**config.mk**
```make
export PLATFORM = sky130hd
export DESIGN_NAME = binary_radix_sort_words_unit
export DESIGN_NICKNAME = d
export VERILOG_FILES = /design/src/rsw_pkg.sv /design/src/rsw_word_ram.sv /design/src/rsw_part_stack.sv /design/src/binary_radix_sort_words_unit.sv
export SDC_FILE = /design/constraint.sdc
export NUM_CORES = 2
export LEC_CHECK = 0
export BUFFER_PORTS_ARGS = -buffer_cell sky130_fd_sc_hd__buf_2
export CORE_ASPECT_RATIO = 1.5
export CORE_UTILIZATION = 40
export DETAILED_ROUTE_END_ITERATION = 8
export HOLD_SLACK_MARGIN = 0.06
export PLACE_DENSITY = 0.64
export SYNTH_ARGS = -nofsm -noshare
export SYNTH_HDL_FRONTEND = slang
export SYNTH_HIERARCHICAL = 1
export SYNTH_SLANG_ARGS = --single-unit
```
**constraint.sdc**
```tcl
create_clock -name clk -period 7.7 [get_ports clk]
set_input_delay 1.155 -clock clk [delete_from_list [all_inputs] [get_ports clk]]
set_output_delay 1.155 -clock clk [all_outputs]
set_load 0.05 [all_outputs]
```
**src/rsw_pkg.sv**
```systemverilog
// Shared types for the binary radix word sorter.
package rsw_pkg;

	typedef enum logic [3:0] {
		ST_LOAD,
		ST_FINDTOP,
		ST_POP,
		ST_READ,
		ST_EVAL,
		ST_SWAP,
		ST_PUSH,
		ST_OUT_RD,
		ST_OUT_LD
	} state_t;

	typedef struct packed {
		logic we;
		logic re_a;
		logic re_b;
	} ram_ctrl_t;

	typedef struct packed {
		logic pop;
		logic push_ones;
		logic push_zeros;
	} stk_ctrl_t;

endpackage

```
**src/rsw_word_ram.sv**
```systemverilog
// Word store: one write port, two registered read ports.
module rsw_word_ram #(
	parameter int DEPTH = 64,
	parameter int AW = 6,
	parameter int DW = 32
) (
	input  logic                clk,
	input  rsw_pkg::ram_ctrl_t  ctrl,
	input  logic [AW-1:0]       waddr,
	input  logic [DW-1:0]       wdata,
	input  logic [AW-1:0]       raddr_a,
	input  logic [AW-1:0]       raddr_b,
	output logic [DW-1:0]       rdata_a,
	output logic [DW-1:0]       rdata_b
);
	import rsw_pkg::*;

	logic [DW-1:0] mem_q [DEPTH];
	logic [DW-1:0] rd_a_q;
	logic [DW-1:0] rd_b_q;

	always_ff @(posedge clk) begin
		if (ctrl.we) begin
			mem_q[waddr] <= wdata;
		end
		if (ctrl.re_a) begin
			rd_a_q <= mem_q[raddr_a];
		end
		if (ctrl.re_b) begin
			rd_b_q <= mem_q[raddr_b];
		end
	end

	assign rdata_a = rd_a_q;
	assign rdata_b = rd_b_q;

endmodule

```
**src/rsw_part_stack.sv**
```systemverilog
// Stack of pending partitions: pops one, pushes up to two per cycle.
module rsw_part_stack #(
	parameter int DEPTH = 32,
	parameter int EW = 18
) (
	input  logic                clk,
	input  logic                arst_n,
	input  rsw_pkg::stk_ctrl_t  ctrl,
	input  logic [EW-1:0]       ones_entry,
	input  logic [EW-1:0]       zeros_entry,
	output logic [EW-1:0]       top_entry,
	output logic                empty
);
	import rsw_pkg::*;

	localparam int SPW = $clog2(DEPTH + 1);
	localparam int SIW = $clog2(DEPTH);

	logic [EW-1:0]  mem_q [DEPTH];
	logic [SPW-1:0] sp_q;
	logic           ones_ok;
	logic           zeros_ok;
	logic [SPW:0]   sp_after_ones;
	logic [SPW-1:0] zeros_slot;
	logic [SPW-1:0] top_slot;

	// pushes past the top are dropped, as a full stack would
	assign ones_ok       = ctrl.push_ones && (sp_q < SPW'(DEPTH));
	assign sp_after_ones = {1'b0, sp_q} + (SPW + 1)'(ones_ok);
	assign zeros_ok      = ctrl.push_zeros && (sp_after_ones < (SPW + 1)'(DEPTH));
	assign zeros_slot    = sp_after_ones[SPW-1:0];
	assign top_slot      = sp_q - SPW'(1);

	assign top_entry = mem_q[top_slot[SIW-1:0]];
	assign empty     = (sp_q == '0);

	always_ff @(posedge clk) begin
		if (ones_ok) begin
			mem_q[sp_q[SIW-1:0]] <= ones_entry;
		end
		if (zeros_ok) begin
			mem_q[zeros_slot[SIW-1:0]] <= zeros_entry;
		end
	end

	always_ff @(posedge clk or negedge arst_n) begin
		if (!arst_n) begin
			sp_q <= '0;
		end else begin
			sp_q <= sp_q - SPW'(ctrl.pop) + SPW'(ones_ok) + SPW'(zeros_ok);
		end
	end

endmodule

```
**src/binary_radix_sort_words_unit.sv**
```systemverilog
// Top level: load, MSD binary radix sort and readout of a set of words.
//
// Input stream: one word per transfer on s_axis_*, s_axis_tlast marks the last
// word of a set. Up to MAX_WORDS words are stored; further words are dropped
// and every result of that set carries words_dropped in m_axis_tuser.
// Output stream: the stored words in ascending order on m_axis_*, tlast on the
// last one. A set of one word is passed straight to readout.
// Timing: loading takes one word per cycle while s_axis_tvalid is high. After
// the last word, the top set bit of the largest word is searched one bit a
// cycle. Each partition pass pops an entry, reads and tests each word, swaps
// each word with the tested bit clear down to the zeros boundary and pushes
// the halves left to sort, all through the one shared word-store port pair
// and bit tester. Up to WORD_BITS levels of passes run; worst is a full set of
// equal words with only the top bit set. Readout reads each word, then loads it.
// s_axis_tready is high only while loading; the next set starts loading as
// soon as the last result sits in the output register.
// Reset clears the word count, drop flag, running maximum, partition stack
// pointer and output valid; stored words need no clearing.
// A stalled receiver holds the output register and the readout simply waits.
module binary_radix_sort_words_unit #(
	parameter int MAX_WORDS = 64,
	parameter int WORD_BITS = 32
) (
	input  logic        clk,
	input  logic        arst_n,
	input  logic        s_axis_tvalid,
	output logic        s_axis_tready,
	input  logic [31:0] s_axis_tdata,   // [31:0] word
	input  logic        s_axis_tlast,
	output logic        m_axis_tvalid,
	input  logic        m_axis_tready,
	output logic [31:0] m_axis_tdata,   // [31:0] sorted_word
	output logic        m_axis_tlast,
	output logic [0:0]  m_axis_tuser    // [0] words_dropped
);
	import rsw_pkg::*;

	localparam int SW  = (WORD_BITS < 32) ? WORD_BITS : 32;
	localparam int AW  = $clog2(MAX_WORDS);
	localparam int CW  = $clog2(MAX_WORDS + 1);
	localparam int BW  = $clog2(SW);
	localparam int EW  = AW + CW + BW;

	state_t state_q, state_d;

	logic [CW-1:0] count_q;
	logic          ovf_q;
	logic [SW-1:0] max_q;
	logic [BW-1:0] bp_q;
	logic [AW-1:0] lo_q;
	logic [CW-1:0] len_q;
	logic [BW-1:0] bit_q;
	logic [CW-1:0] j_q;
	logic [CW-1:0] zeros_q;
	logic [CW-1:0] k_q;
	logic          m_valid_q;
	logic [31:0]   m_data_q;
	logic          m_last_q;
	logic          m_user_q;

	ram_ctrl_t     ram_ctrl;
	logic [AW-1:0] waddr;
	logic [SW-1:0] wdata;
	logic [AW-1:0] raddr_a;
	logic [AW-1:0] raddr_b;
	logic [SW-1:0] rd_a;
	logic [SW-1:0] rd_b;

	stk_ctrl_t     stk_ctrl;
	logic [EW-1:0] ones_entry;
	logic [EW-1:0] zeros_entry;
	logic [EW-1:0] top_entry;
	logic          stk_empty;

	logic          in_xfer;
	logic          out_xfer;
	logic          out_free;
	logic [SW-1:0] in_word;
	logic          has_room;
	logic [CW-1:0] count_after;
	logic          find_hit;
	logic [AW-1:0] addr_a;
	logic [AW-1:0] addr_z;
	logic [CW-1:0] ones_len;
	logic          probe_set;
	logic          last_out;

	assign in_word     = s_axis_tdata[SW-1:0];
	assign in_xfer     = s_axis_tvalid && s_axis_tready;
	assign out_xfer    = m_valid_q && m_axis_tready;
	assign out_free    = !m_valid_q || m_axis_tready;
	assign has_room    = (count_q < CW'(MAX_WORDS));
	assign count_after = count_q + CW'(has_room);
	assign find_hit    = max_q[bp_q] || (bp_q == '0);
	assign addr_a      = lo_q + j_q[AW-1:0];
	assign addr_z      = lo_q + zeros_q[AW-1:0];
	assign ones_len    = len_q - zeros_q;
	assign probe_set   = rd_a[bit_q];
	assign last_out    = (k_q == count_q - CW'(1));

	rsw_word_ram #(
		.DEPTH (MAX_WORDS),
		.AW    (AW),
		.DW    (SW)
	) u_ram (
		.clk     (clk),
		.ctrl    (ram_ctrl),
		.waddr   (waddr),
		.wdata   (wdata),
		.raddr_a (raddr_a),
		.raddr_b (raddr_b),
		.rdata_a (rd_a),
		.rdata_b (rd_b)
	);

	rsw_part_stack #(
		.DEPTH (SW),
		.EW    (EW)
	) u_stack (
		.clk         (clk),
		.arst_n      (arst_n),
		.ctrl        (stk_ctrl),
		.ones_entry  (ones_entry),
		.zeros_entry (zeros_entry),
		.top_entry   (top_entry),
		.empty       (stk_empty)
	);

	// next state
	always_comb begin
		state_d = state_q;
		case (state_q)
			ST_LOAD: begin
				if (in_xfer && s_axis_tlast) begin
					state_d = (count_after < CW'(2)) ? ST_OUT_RD : ST_FINDTOP;
				end
			end
			ST_FINDTOP: begin
				if (find_hit) begin
					state_d = ST_POP;
				end
			end
			ST_POP:     state_d = stk_empty ? ST_OUT_RD : ST_READ;
			ST_READ:    state_d = (j_q == len_q) ? ST_PUSH : ST_EVAL;
			ST_EVAL:    state_d = probe_set ? ST_READ : ST_SWAP;
			ST_SWAP:    state_d = ST_READ;
			ST_PUSH:    state_d = ST_POP;
			ST_OUT_RD: begin
				if (out_free) begin
					state_d = ST_OUT_LD;
				end
			end
			ST_OUT_LD:  state_d = last_out ? ST_LOAD : ST_OUT_RD;
			default:    state_d = ST_LOAD;
		endcase
	end

	// outputs of the sequencer
	always_comb begin
		s_axis_tready = 1'b0;
		ram_ctrl      = '0;
		waddr         = addr_a;
		wdata         = rd_b;
		raddr_a       = addr_a;
		raddr_b       = addr_z;
		stk_ctrl      = '0;
		ones_entry    = {addr_z, ones_len, bit_q - BW'(1)};
		zeros_entry   = {lo_q, zeros_q, bit_q - BW'(1)};
		case (state_q)
			ST_LOAD: begin
				s_axis_tready = 1'b1;
				ram_ctrl.we   = in_xfer && has_room;
				waddr         = count_q[AW-1:0];
				wdata         = in_word;
			end
			ST_FINDTOP: begin
				// seed partition: whole set at the top set bit
				stk_ctrl.push_ones = find_hit;
				ones_entry         = {AW'(0), count_q, bp_q};
			end
			ST_POP: begin
				stk_ctrl.pop = !stk_empty;
			end
			ST_READ: begin
				ram_ctrl.re_a = (j_q != len_q);
				ram_ctrl.re_b = (j_q != len_q);
			end
			ST_EVAL: begin
				// zero at probe bit: write the zeros-boundary word into its slot, ST_SWAP then moves it down
				ram_ctrl.we = !probe_set;
				waddr       = addr_a;
				wdata       = rd_b;
			end
			ST_SWAP: begin
				ram_ctrl.we = 1'b1;
				waddr       = addr_z;
				wdata       = rd_a;
			end
			ST_PUSH: begin
				stk_ctrl.push_ones  = (bit_q != '0) && (ones_len >= CW'(2));
				stk_ctrl.push_zeros = (bit_q != '0) && (zeros_q >= CW'(2));
			end
			ST_OUT_RD: begin
				ram_ctrl.re_a = out_free;
				raddr_a       = k_q[AW-1:0];
			end
			ST_OUT_LD: begin
			end
			default: begin
			end
		endcase
	end

	always_ff @(posedge clk or negedge arst_n) begin
		if (!arst_n) begin
			state_q <= ST_LOAD;
			count_q <= '0;
			ovf_q   <= 1'b0;
			max_q   <= '0;
		end else begin
			state_q <= state_d;
			case (state_q)
				ST_LOAD: begin
					if (in_xfer) begin
						count_q <= count_after;
						if (!has_room) begin
							ovf_q <= 1'b1;
						end else if (in_word > max_q) begin
							max_q <= in_word;
						end
					end
				end
				ST_OUT_LD: begin
					if (last_out) begin
						count_q <= '0;
						ovf_q   <= 1'b0;
						max_q   <= '0;
					end
				end
				default: begin
				end
			endcase
		end
	end

	// partition and readout counters
	always_ff @(posedge clk) begin
		case (state_q)
			ST_LOAD: begin
				bp_q <= BW'(SW - 1);
				k_q  <= '0;
			end
			ST_FINDTOP: begin
				if (!find_hit) begin
					bp_q <= bp_q - BW'(1);
				end
			end
			ST_POP: begin
				{lo_q, len_q, bit_q} <= top_entry;
				j_q     <= '0;
				zeros_q <= '0;
			end
			ST_EVAL: begin
				if (probe_set) begin
					j_q <= j_q + CW'(1);
				end
			end
			ST_SWAP: begin
				j_q     <= j_q + CW'(1);
				zeros_q <= zeros_q + CW'(1);
			end
			ST_OUT_LD: begin
				k_q <= k_q + CW'(1);
			end
			default: begin
			end
		endcase
	end

	// output register
	always_ff @(posedge clk or negedge arst_n) begin
		if (!arst_n) begin
			m_valid_q <= 1'b0;
		end else if (state_q == ST_OUT_LD) begin
			m_valid_q <= 1'b1;
		end else if (out_xfer) begin
			m_valid_q <= 1'b0;
		end
	end

	always_ff @(posedge clk) begin
		if (state_q == ST_OUT_LD) begin
			m_data_q <= 32'(rd_a);
			m_last_q <= last_out;
			m_user_q <= ovf_q;
		end
	end

	assign m_axis_tvalid   = m_valid_q;
	assign m_axis_tdata    = m_data_q;
	assign m_axis_tlast    = m_last_q;
	assign m_axis_tuser[0] = m_user_q;

endmodule

```
==> flow_metrics.env <==
export IMPL_syn2layout_area_growth_pct=11.3
export IMPL_synthTopCellsByCount="edfxtp_1, mux4_2, mux2_2, mux2i_1, clkbuf_1"
export IMPL_first_pass_iters=7
export IMPL_fmax_mhz=159
export IMPL_avgViaCountPerCell=6.43
export IMPL_path_delay_family="simple AND/OR/NAND/NOR gates"
export IMPL_root_buffer="clkbuf_16"
export IMPL_layoutNonFillerInstCount=11827
export IMPL_ios=73
export IMPL_dieHeight_um=716
export IMPL_fillers=28711
export IMPL_fin_skew_ps=84.6
export IMPL_ctsHtreeMaxLevel=5
export IMPL_hold_viol_final=0
export IMPL_grt_max_degree=104
export IMPL_cts_sinks=2817
export IMPL_io_buffers=72
export IMPL_die_x_um=478
export IMPL_final_layout_size_suffix_gt1_share_pct=38.5
export IMPL_clockBufferDepth=4
export IMPL_pre_cts_ws_ps=1470
export IMPL_postRouteAntennaNets=0
export IMPL_yosysMostFrequentCell="edfxtp_1"
export IMPL_clk_insertion_delay_late_ps=920
export IMPL_placedCellCount=11315
export IMPL_numCtsBuffers=276
export IMPL_setup_viol=0
export IMPL_tightest_slew_ps=1290
export IMPL_first_global_vias=78799
export IMPL_max_slew_margin_pct=13.7
export IMPL_critPathMaxStageDelay_ps=1120
export IMPL_worstSetupPathType="reg2reg"
export IMPL_synth_flop_cell="edfxtp_1"
export IMPL_crit_fanout=19
export IMPL_outcome="finished, violations left"
export IMPL_multi_input_area_um2=49500
export IMPL_rsz0062_at_grt="false"
export IMPL_syn_area_um2=136000
export IMPL_synth_top_cell_by_area="edfxtp_1"
export IMPL_post_cts_buffers=0
export IMPL_timing_final_ws_setup_ps=1420
export IMPL_synth_top_area_share_pct=61.0
export IMPL_cts_tree="built"
export IMPL_synth_async_reset_ratio_pct=1.81
export IMPL_synth_edf_count=2766
export IMPL_dieArea_um2=343000
export IMPL_hold_class="in2async"
export IMPL_vias=76046
export IMPL_clk_pin_slew_ps=70
export IMPL_failed_checks="DRC"
export IMPL_grt_ovfl_total=0
export IMPL_crit_arrival_ps=6770
export IMPL_cts_hold_buf=0
export IMPL_synthCells=7087
export IMPL_core_area_um2=339000
export IMPL_nets=7226
export IMPL_grt_first_pass_wirelength_mm=606
export IMPL_drtIter0Drc=8852
export IMPL_grt_usage_pct=25.0
export IMPL_initial_core_util_pct=40.2
export IMPL_seqCellArea_um2=84300
export IMPL_cts_resized=0
export IMPL_grt_antenna_before_repair=40
export IMPL_wl_mm=433
export IMPL_post_route_min_period_ps=6280
export IMPL_utilization_pct=44.7
export IMPL_cp_end_kind="flop"
export IMPL_critPathBufInv=0
export IMPL_place_hpwl_mm=274
export IMPL_path_cells="mux4_2 > or3_1 > a21oi_1 > a211oi_1 > o21ai_0 > nand2_1 > nor2b_1 > ha_1 > ha_1 > nand3_1 > nand3b_1 > or4_1 > o21ai_2"
export IMPL_fp_row_count=262
export IMPL_drt_wirelength_per_cell_um=36.6
export IMPL_critPathSlowestCell="or4_1"
export IMPL_cp_start_kind="flop"
export IMPL_synth_warning_count=6
export IMPL_drcViolationCount=33
export IMPL_finalCritPeriodShare_pct=81.5
export IMPL_synth_distinct_cells=87
export IMPL_gp_congestion=0.914
export IMPL_maxSlewViolCount=0
export IMPL_synth_seq_area_share_pct=62.0
export IMPL_tns_ps=0
export IMPL_synth_nets=7208
export IMPL_cp_required_ps=8190
export IMPL_ys_ff_latch=2817
export IMPL_maxCapViolCount=0
export IMPL_syn_area_per_cell_um2=19.2
export IMPL_synthTopCellsByArea="edfxtp_1, mux4_2, mux2_2, mux2i_1, dfrtp_1"
export IMPL_path_common_cell="ha_1"
==> kinds of logic after synthesis <==
group | count (synthesis) | synth area share (%)
AO/OA/AOI/OAI | 568 | 2.89
XOR/XNOR | 63 | 0.430
adder cells (fa/ha/maj) | 84 | 0.800
buffers and inverters | 677 | 2.42
flip-flops | 2817 | 62.0
multiplexers | 2210 | 28.8
AND/OR/NAND/NOR | 668 | 2.72
==> stage by stage <==
stage,hold WS (ps),instance area [um^2]
5_1_grt,472,151000
6_report,438,152000
2_1_floorplan,426,136000
4_1_cts,398,151000
3_3_place_gp,473,143000
3_5_place_dp,477,143000
==> flip-flops by register name, summed over array words and instances, names as in the netlist, 7 cells and up <==
signal         count
j_q                7
u_stack/mem_q    576
len_q              7
k_q                7
max_q             32
count_q            7
u_ram/mem_q     2048
zeros_q            7
u_ram/rdata_b     32
m_axis_tdata      32
u_ram/rdata_a     32
==> layout by cell type, fill, tap and decap left out, drive strengths merged, types with 92 or more instances in the layout <==
| master | count |
|---|---|
| nand2 | 251 |
| inv | 92 |
| clkinv | 102 |
| edfxtp | 2766 |
| buf | 335 |
| nor2 | 160 |
| mux2i | 310 |
| a21oi | 95 |
| mux2 | 616 |
| mux4 | 1284 |
| a22oi | 121 |
| clkbuf | 339 |
==> layout make-up <==
cell class / instances / share of cell area, %
multi-input cells: 3593 / 32.7
clock buffers: 339 / 4.85
repair buffers: 335 / 1.90
well taps: 4488 / 3.71
diodes: 24 / 0.0396
clock inverters: 149 / 0.965
inverters: 82 / 0.206
flip-flops and latches: 2817 / 55.7
==> worst reg2reg max path: stages, from the launching register on <==
cell and delay, ps:
edfxtp_1 700, mux4_2 570, or3_1 310, a21oi_1 180
a211oi_1 90, o21ai_0 600, nand2_1 150, nor2b_1 240
ha_1 320, ha_1 340, nand3_1 220, nand3b_1 440
or4_1 1120, o21ai_2 580
==> path summary, 6_finish.rpt <==
path | from | cells past startpoint | slack (ps) | end
worst max register to register | bp_q[0]$_SDFFCE_PN1P_ | 13 | 1420 | u_stack/mem_q[1][12]$_DFFE_PP_
max in group asynchronous | arst_n | 2 | 6660 | u_stack/sp_q[0]$_DFF_PN0_
worst min register to register | ovf_q$_DFFE_PN0P_ | 0 | 500 | m_axis_tuser$_DFFE_PP_
min in group clk | ovf_q$_DFFE_PN0P_ | 0 | 500 | m_axis_tuser$_DFFE_PP_
worst min-delay path | arst_n | 2 | 440 | u_stack/sp_q[3]$_DFF_PN0_
worst max-delay path | bp_q[0]$_SDFFCE_PN1P_ | 13 | 1420 | u_stack/mem_q[1][12]$_DFFE_PP_
==> metal layers <==
layer  GRT usage, %  routed length [um]  vias to the layer above
met4           15.2               30400                       12
met3           4.60               35600                     1109
met1           28.9              147000                    40827
met5              0                  78                        -
li1               -                   -                    30037
met2           43.2              220000                     4061
Power is left out: the tool's default activity adds up to more than one toggle a clock period on the data nets, which glitch-free logic cannot reach.
